`config.mk`:
```
export PLATFORM = sky130hd
export DESIGN_NAME = websocket_frame_receiver_top
export DESIGN_NICKNAME = d
export VERILOG_FILES = /design/src/hdl/wsfr_pkg.sv /design/src/hdl/websocket_frame_receiver_top.sv /design/src/hdl/wsfr_apb_regs.sv /design/src/hdl/wsfr_parser.sv /design/src/hdl/wsfr_out_reg.sv
export SDC_FILE = /design/constraint.sdc
export NUM_CORES = 1
export LEC_CHECK = 0
export CAP_MARGIN = 20
export CORE_MARGIN = 2
export CORE_UTILIZATION = 40
export CTS_CLUSTER_SIZE = 8
export DETAILED_ROUTE_END_ITERATION = 6
export DONT_BUFFER_PORTS = 1
export SLEW_MARGIN = 5
export SYNTH_ARGS = -nofsm -noshare
export SYNTH_HDL_FRONTEND = slang
export SYNTH_SLANG_ARGS = --single-unit
export TNS_END_PERCENT = 100
```
`constraint.sdc`:
```
create_clock -name clk_i -period 3.6 [get_ports clk_i]
set_clock_uncertainty 0.15 [all_clocks]
set_input_delay 0 -clock clk_i [delete_from_list [all_inputs] [get_ports clk_i]]
set_output_delay 0 -clock clk_i [all_outputs]
set_load 0.01 [all_outputs]
```
`src/hdl/wsfr_pkg.sv`:
```
package wsfr_pkg;

  // APB register map
  localparam int unsigned ADDR_W = 3;
  localparam int unsigned IDX_W = ADDR_W - 2;
  localparam logic [IDX_W-1:0] REG_MAX_PAYLOAD = 1'b0;
  localparam logic [31:0] MAX_PAYLOAD_RESET = 32'd16384;

  // frame header codes
  localparam logic [3:0] OP_CONTINUATION = 4'h0;
  localparam logic [3:0] OP_CLOSE = 4'h8;
  localparam logic [6:0] LEN_CODE_EXT16 = 7'd126;
  localparam logic [6:0] LEN_CODE_EXT64 = 7'd127;

  // result status codes
  localparam logic [1:0] STATUS_OK = 2'd0;
  localparam logic [1:0] STATUS_CLOSE = 2'd1;
  localparam logic [1:0] STATUS_UNEXPECTED = 2'd2;
  localparam logic [1:0] STATUS_OVERSIZE = 2'd3;

  typedef struct packed {
    logic       byte_valid;
    logic [7:0] payload_byte;
    logic       message_end;
    logic [1:0] status;
  } wsfr_result_t;

endpackage

```
`src/hdl/websocket_frame_receiver_top.sv`:
```
// WebSocket frame receiver.
// Slave stream s_axis_* takes the received byte stream after the opening
// handshake, one byte per beat. Master stream m_axis_* gives at most one
// result per input byte: an unmasked payload byte (tuser bit 0 set), an
// end-of-message marker (tlast), or a status flag in tuser[2:1]
// (close seen, unexpected continuation, oversized frame).
// The APB port holds the maximum payload length register at address 0.
// Throughput is one byte per clock while s_axis_tready is high; each
// byte is parsed by one pass of the header/payload state logic and its
// result lands in the output register, ready the cycle after acceptance.
// A stalled master side holds its beat; s_axis_tready stays high as long
// as the output register is empty or is being emptied in the same cycle.
// Reset returns the parser to the first header byte, clears fragment
// tracking and sets the maximum payload length to 16384. After a close
// frame the block keeps accepting bytes but gives no results until reset.
module websocket_frame_receiver_top import wsfr_pkg::*; #(
  parameter int unsigned LENGTH_BITS = 32
) (
  input  logic              clk_i,
  input  logic              rst_ni,
  // APB configuration
  input  logic              psel,
  input  logic              penable,
  input  logic              pwrite,
  input  logic [ADDR_W-1:0] paddr,
  input  logic [31:0]       pwdata,
  output logic [31:0]       prdata,
  output logic              pready,
  // byte input
  input  logic              s_axis_tvalid,
  output logic              s_axis_tready,
  input  logic [7:0]        s_axis_tdata,   // [7:0] rx_byte
  // results
  output logic              m_axis_tvalid,
  input  logic              m_axis_tready,
  output logic [7:0]        m_axis_tdata,   // [7:0] payload_byte
  output logic              m_axis_tlast,   // message_end
  output logic [2:0]        m_axis_tuser    // [0] byte_valid, [2:1] status
);

  logic         [31:0] max_payload;
  logic                accept;
  logic                res_valid;
  wsfr_result_t        res;
  wsfr_result_t        out_res;

  wsfr_apb_regs u_regs (
    .clk_i         (clk_i),
    .rst_ni        (rst_ni),
    .psel          (psel),
    .penable       (penable),
    .pwrite        (pwrite),
    .paddr         (paddr),
    .pwdata        (pwdata),
    .prdata        (prdata),
    .pready        (pready),
    .max_payload_o (max_payload)
  );

  assign accept = s_axis_tvalid && s_axis_tready;

  wsfr_parser #(
    .LENGTH_BITS (LENGTH_BITS)
  ) u_parser (
    .clk_i         (clk_i),
    .rst_ni        (rst_ni),
    .accept_i      (accept),
    .rx_byte_i     (s_axis_tdata),
    .max_payload_i (max_payload),
    .res_valid_o   (res_valid),
    .res_o         (res)
  );

  wsfr_out_reg u_out (
    .clk_i       (clk_i),
    .rst_ni      (rst_ni),
    .push_i      (accept),
    .res_valid_i (res_valid),
    .res_i       (res),
    .ready_o     (s_axis_tready),
    .valid_o     (m_axis_tvalid),
    .res_o       (out_res),
    .ready_i     (m_axis_tready)
  );

  assign m_axis_tdata = out_res.payload_byte;
  assign m_axis_tlast = out_res.message_end;
  assign m_axis_tuser = {out_res.status, out_res.byte_valid};

endmodule

```
`src/hdl/wsfr_apb_regs.sv`:
```
module wsfr_apb_regs import wsfr_pkg::*; (
  input  logic              clk_i,
  input  logic              rst_ni,
  input  logic              psel,
  input  logic              penable,
  input  logic              pwrite,
  input  logic [ADDR_W-1:0] paddr,
  input  logic [31:0]       pwdata,
  output logic [31:0]       prdata,
  output logic              pready,
  output logic [31:0]       max_payload_o
);

  logic [31:0]      max_payload_q;
  logic [IDX_W-1:0] reg_idx;
  logic             wr_en;

  assign reg_idx = paddr[ADDR_W-1:2];
  assign pready  = 1'b1;
  assign wr_en   = psel & penable & pwrite & pready;

  always_ff @(posedge clk_i or negedge rst_ni) begin
    if (!rst_ni) begin
      max_payload_q <= MAX_PAYLOAD_RESET;
    end else if (wr_en && (reg_idx == REG_MAX_PAYLOAD)) begin
      max_payload_q <= pwdata;
    end
  end

  assign prdata        = (reg_idx == REG_MAX_PAYLOAD) ? max_payload_q : 32'd0;
  assign max_payload_o = max_payload_q;

endmodule

```
`src/hdl/wsfr_parser.sv`:
```
module wsfr_parser import wsfr_pkg::*; #(
  parameter int unsigned LENGTH_BITS = 32
) (
  input  logic         clk_i,
  input  logic         rst_ni,
  input  logic         accept_i,
  input  logic [7:0]   rx_byte_i,
  input  logic [31:0]  max_payload_i,
  output logic         res_valid_o,
  output wsfr_result_t res_o
);

  localparam int unsigned CMP_W = (LENGTH_BITS > 32) ? LENGTH_BITS : 32;

  typedef enum logic [2:0] {
    PH_HDR0,
    PH_HDR1,
    PH_EXTLEN,
    PH_MASK,
    PH_PAYLOAD,
    PH_STOPPED
  } phase_e;

  phase_e                 phase_q, phase_d;
  logic                   fin_q, fin_d;
  logic                   opnz_q, opnz_d;
  logic                   mask_q, mask_d;
  logic [3:0]             lbl_q, lbl_d;
  logic [LENGTH_BITS-1:0] acc_q, acc_d;
  logic                   big_q, big_d;     // accumulated length exceeds LENGTH_BITS
  logic [LENGTH_BITS-1:0] left_q, left_d;
  logic [31:0]            key_q, key_d;
  logic [1:0]             pos_q, pos_d;
  logic                   infrag_q, infrag_d;
  logic                   discard_q, discard_d;

  logic         do_hdr;
  logic         oversize;
  logic [1:0]   key_sel;
  logic [7:0]   key_byte;
  logic [3:0]   opcode;
  logic [6:0]   len7;
  logic         res_valid;
  wsfr_result_t res;

  assign opcode   = rx_byte_i[3:0];
  assign len7     = rx_byte_i[6:0];
  assign key_sel  = 2'd3 - pos_q;
  assign key_byte = key_q[{key_sel, 3'b000} +: 8];

  always_comb begin
    phase_d   = phase_q;
    fin_d     = fin_q;
    opnz_d    = opnz_q;
    mask_d    = mask_q;
    lbl_d     = lbl_q;
    acc_d     = acc_q;
    big_d     = big_q;
    left_d    = left_q;
    key_d     = key_q;
    pos_d     = pos_q;
    infrag_d  = infrag_q;
    discard_d = discard_q;
    do_hdr    = 1'b0;
    oversize  = 1'b0;
    res_valid = 1'b0;
    res       = '0;

    unique case (phase_q)
      PH_HDR0: begin
        fin_d  = rx_byte_i[7];
        opnz_d = (opcode != OP_CONTINUATION);
        if (opcode == OP_CLOSE) begin
          phase_d    = PH_STOPPED;
          res_valid  = 1'b1;
          res.status = STATUS_CLOSE;
        end else begin
          phase_d   = PH_HDR1;
          discard_d = (opcode == OP_CONTINUATION) && !infrag_q;
          if (discard_d) begin
            res_valid  = 1'b1;
            res.status = STATUS_UNEXPECTED;
          end
        end
      end
      PH_HDR1: begin
        mask_d = rx_byte_i[7];
        key_d  = '0;
        acc_d  = '0;
        big_d  = 1'b0;
        if ((len7 == LEN_CODE_EXT16) || (len7 == LEN_CODE_EXT64)) begin
          lbl_d   = (len7 == LEN_CODE_EXT16) ? 4'd2 : 4'd8;
          phase_d = PH_EXTLEN;
        end else begin
          acc_d = LENGTH_BITS'(len7);
          if (rx_byte_i[7]) begin
            lbl_d   = 4'd4;
            phase_d = PH_MASK;
          end else begin
            do_hdr = 1'b1;
          end
        end
      end
      PH_EXTLEN: begin
        acc_d = {acc_q[LENGTH_BITS-9:0], rx_byte_i};
        big_d = big_q | (|acc_q[LENGTH_BITS-1:LENGTH_BITS-8]);
        lbl_d = lbl_q - 4'd1;
        if (lbl_d == 4'd0) begin
          if (mask_q) begin
            lbl_d   = 4'd4;
            phase_d = PH_MASK;
          end else begin
            do_hdr = 1'b1;
          end
        end
      end
      PH_MASK: begin
        key_d = {key_q[23:0], rx_byte_i};
        lbl_d = lbl_q - 4'd1;
        if (lbl_d == 4'd0) begin
          do_hdr = 1'b1;
        end
      end
      PH_PAYLOAD: begin
        pos_d  = pos_q + 2'd1;
        left_d = left_q - LENGTH_BITS'(1);
        if (left_d == '0) begin
          phase_d = PH_HDR0;
        end
        if (!discard_q) begin
          if ((left_d == '0) && fin_q && !opnz_q) begin
            infrag_d = 1'b0;
          end
          res_valid        = 1'b1;
          res.byte_valid   = 1'b1;
          res.payload_byte = rx_byte_i ^ key_byte;
          res.message_end  = (left_d == '0) && fin_q;
        end
      end
      PH_STOPPED: begin
      end
      default: begin
        phase_d = PH_HDR0;
      end
    endcase

    // header complete: length check, then payload start or, for an empty frame, the next header
    if (do_hdr) begin
      pos_d    = '0;
      oversize = big_d || (CMP_W'(acc_d) > CMP_W'(max_payload_i));
      if (oversize) begin
        discard_d = 1'b1;
        if (!discard_q) begin
          infrag_d   = 1'b0;
          res_valid  = 1'b1;
          res.status = STATUS_OVERSIZE;
        end
        left_d  = big_d ? '1 : acc_d;
        phase_d = (left_d == '0) ? PH_HDR0 : PH_PAYLOAD;
      end else begin
        left_d = acc_d;
        if (!discard_q && opnz_q && !fin_q) begin
          infrag_d = 1'b1;
        end
        if (acc_d != '0) begin
          phase_d = PH_PAYLOAD;
        end else begin
          phase_d = PH_HDR0;
          if (!discard_q && fin_q) begin
            if (!opnz_q) begin
              infrag_d = 1'b0;
            end
            res_valid       = 1'b1;
            res.message_end = 1'b1;
          end
        end
      end
    end
  end

  always_ff @(posedge clk_i or negedge rst_ni) begin
    if (!rst_ni) begin
      phase_q   <= PH_HDR0;
      fin_q     <= 1'b0;
      opnz_q    <= 1'b0;
      mask_q    <= 1'b0;
      lbl_q     <= '0;
      acc_q     <= '0;
      big_q     <= 1'b0;
      left_q    <= '0;
      key_q     <= '0;
      pos_q     <= '0;
      infrag_q  <= 1'b0;
      discard_q <= 1'b0;
    end else if (accept_i) begin
      phase_q   <= phase_d;
      fin_q     <= fin_d;
      opnz_q    <= opnz_d;
      mask_q    <= mask_d;
      lbl_q     <= lbl_d;
      acc_q     <= acc_d;
      big_q     <= big_d;
      left_q    <= left_d;
      key_q     <= key_d;
      pos_q     <= pos_d;
      infrag_q  <= infrag_d;
      discard_q <= discard_d;
    end
  end

  assign res_valid_o = res_valid;
  assign res_o       = res;

endmodule

```
`src/hdl/wsfr_out_reg.sv`:
```
module wsfr_out_reg import wsfr_pkg::*; (
  input  logic         clk_i,
  input  logic         rst_ni,
  input  logic         push_i,
  input  logic         res_valid_i,
  input  wsfr_result_t res_i,
  output logic         ready_o,
  output logic         valid_o,
  output wsfr_result_t res_o,
  input  logic         ready_i
);

  logic         valid_q;
  wsfr_result_t res_q;

  // load whenever the held beat is gone or leaves this cycle
  assign ready_o = !valid_q || ready_i;

  always_ff @(posedge clk_i or negedge rst_ni) begin
    if (!rst_ni) begin
      valid_q <= 1'b0;
    end else if (ready_o) begin
      valid_q <= push_i && res_valid_i;
    end
  end

  always_ff @(posedge clk_i) begin
    if (ready_o && push_i) begin
      res_q <= res_i;
    end
  end

  assign valid_o = valid_q;
  assign res_o   = res_q;

endmodule

```
==> out/results.ini <==
[outcome]
status=finished, final reports clean

[clocking]
clock_sinks=156
path_clk_slew_ps=70
tritoncts=yes
cts-root-buf=clkbuf_16
cts_made_buffers=17
clk_latency_ps=440
htreeDepth=4
cts_buffer_depth=2

[layout]
multiInputGateArea_mm2=0.005425
drive_gt1_share_pct=20.23
design_area_mm2=0.01192
area_growth_pct=23.99
final_common_cell=nand2_1
fillers=2188
layout_common_cells=nand2_1 (147), dfrtp_1 (141), o21ai_0 (100)
regArea_mm2=0.003968
nets=1269
antenna_cells=0

[setup_path]
path_class=reg -> reg
cp-start-kind=register
worst_ep_arrival_time_ps=3580
critPathMaxFanout=11
path_cells=o21bai_4, buf_12, a221oi_2, inv_1, ha_4, nand4_1, nor4_4, nand2_2, a31oi_4, o22ai_4, buf_4, nand2_4, o21ai_1, and2_1
max_stage_delay_ps=450
cp.required_ps=3640
slowest_stage=dfrtp_1
path_delay_family=simple AND/OR/NAND/NOR gates
crit_path_end_kind=register
worstPathBufferInverterCount=3

[yosys]
ys_seq_elements=156
ys_seq_area_share_pct=41.24
synthCells=1097
yosysWarningCount=0
syn_avg_cell_area_um2=8.765
syn_nets=1183
async_reset_ff_share_pct=92.31
synth_ff_type=dfrtp_1
ys_top_cells_by_area=dfrtp_1 (37%), nand2_1 (5.9%), o21ai_0 (5.3%)
synth.distinct_cells=76
synth_area_mm2=0.009615
synth_edf_count=12
synth_top_area_share_pct=37.22
yosysTopAreaCell=dfrtp_1

[route]
wl_per_cell_um=18.42
totalWireLength_um=27910
viasPerCell=5.668
ant_nets=0
post-route-drc-count=0
drt_iter0_drc=710
drt_pre_antenna_iters=6
vias=8587

[timing]
final-hold-violation-count=0
setup_viol=0
fin_crit_sh_pct=98.43
tightest_slew_ps=794.8
max_freq_ghz=0.2822
drv_slew=0
holdWs_ps=19.20
relSlewSlack_pct=47.01
finalCriticalPeriod_ps=3543

[die]
die_area_mm2=0.02530
io_pins=97
die_y_um=159.0
start_util_pct=40.84
std_cell_rows=56
core_mm2=0.02354
dieWidth_um=159.0

[global_routing]
globalRouteOverflowTotal=0
track_usage_pct=21.79
grt_max_degree=145
grt_pass1_wl_um=44300
grt_pass1_vias=8036
antenna_found_initial=0

[power_and_ir_drop]
clkPwrFrac_pct=19.4
power.leakage_nw=5.180
comb_power_share_pct=47.8
pwr-share-seq_pct=32.8
switching_share_pct=42.87
intPower_mw=5.435
power.switching_mw=4.078
power_density_mw_per_mm2=797.9
peakVddDrop_mv=0.4650
power_mw=9.513

[place]
gp_routability_congestion=0.8721
hpwlAfterDp_um=18870
io_buffers=0
place_area_mm2=0.01031

[flow_run]
maxCapViolCount=0

[worst_hold_path]
holdCritPathClass=in -> async

==> flip-flops by register name, summed over array words and instances (netlist names) <==
name,flops
u_parser.mask_q,1
u_parser.phase_q,3
u_parser.key_q,32
u_out.valid_o,1
u_regs.max_payload_o,32
u_parser.lbl_q,4
u_parser.fin_q,1
u_parser.big_q,1
u_parser.acc_q,32
u_parser.left_q,32
u_parser.infrag_q,1
u_parser.pos_q,2
u_out.res_o,12
u_parser.discard_q,1
u_parser.opnz_q,1
==> through the flow <==
stage	std cells	worst slack [ps]	util [%]	TNS, ps
3_5_place_dp	1421	-190.1	43.79	-731.7
3_3_place_gp	1421	-159.3	43.79	-618.4
4_1_cts	1499	15.65	48.54	0
6_report	1515	56.54	50.64	0
5_1_grt	1515	-53.59	50.64	-149.9
2_1_floorplan	1097	250.7	-	0
==> timing repair <==
item,4_1_cts,5_1_grt
gates resized for setup,11,53
hold endpoints to repair,249,0
endpoints found under the setup margin,6,6
setup buffers,0,13
hold buffers,45,0
pin swaps,3,21
cloned,1,2
==> path summary, 6_finish.rpt <==
kind | startpoint | to | slack [ps] | cells past startpoint
worst max register to register | u_parser.phase_q[2] | u_out.res_o[2] | 60 | 14
worst min register to register | u_parser.key_q[31] | u_parser.key_q[31] | 330 | 2
worst min-delay path | rst_ni | u_parser.left_q[18] | 20 | 2
min in group clk_i | penable | u_regs.max_payload_o[31] | 50 | 3
worst max-delay path | u_parser.phase_q[2] | u_out.res_o[2] | 60 | 14
max in group asynchronous | rst_ni | u_parser.acc_q[9] | 2640 | 2
==> kinds of logic (layout without fill, tap and decap cells) <==
family,Yosys count,after routing,share of synthesized area (%)
xor+xnor,15,15,1.366
compound gates,279,280,18.41
flops,156,156,41.24
mux,45,45,6.207
buf+inv,149,247,6.311
simple gates,416,416,21.74
other cells,1,1,0.03900
fa+ha+maj,36,36,4.684
==> area by class of cell <==
class | count | area share, %
inverter | 78 | 2.456
timing repair buffer | 137 | 10.48
multi-input combinational | 793 | 45.50
tap | 319 | 3.348
clock buffer | 18 | 3.600
sequential | 156 | 33.28
clock inverter | 14 | 1.333
==> routing by layer <==
| layer | wire length [µm] | part of all wire, % | global-route usage, % |
|---|---|---|---|
| met5 | 0 | 0 | 0 |
| met4 | 509 | 1.8 | 6.157 |
| met3 | 1460 | 5.2 | 3.412 |
| met2 | 12530 | 45 | 32.63 |
| met1 | 13400 | 48 | 32.64 |
==> cell usage after synthesis (5+ instances only) <==
master    instances
nor4_1           15
or3_1             7
buf_4             5
nand2b_1         12
nor3_1           22
buf_2             5
ha_1             36
xnor2_1          12
o22a_1            7
a22oi_1           8
nand4_1          18
a221oi_1         20
and2_1           14
edfxtp_1         12
nand3_1          23
dfrtp_1         143
a211oi_1          8
mux2_2           37
or4_1            11
buf_1             7
nor2b_1           7
a21oi_1          69
a31oi_1           9
o21ai_0         101
mux4_2            8
a22o_1           10
inv_1            77
nor2_1           79
o22ai_1           5
and3_1           16
clkbuf_1         51
nor4bb_1          6
a32oi_1          12
nand2_1         150
==> power by group through the flow <==
stage	registers, mW	clock network (mW)	logic [mW]
2_1_floorplan	2.80	0	2.75
3_3_place_gp	3.08	0	3.80
3_5_place_dp	3.10	0	3.87
4_1_cts	3.08	1.88	4.04
5_1_grt	3.23	1.96	4.98
6_report	3.12	1.85	4.54
Power figures use the tool's default switching activity.
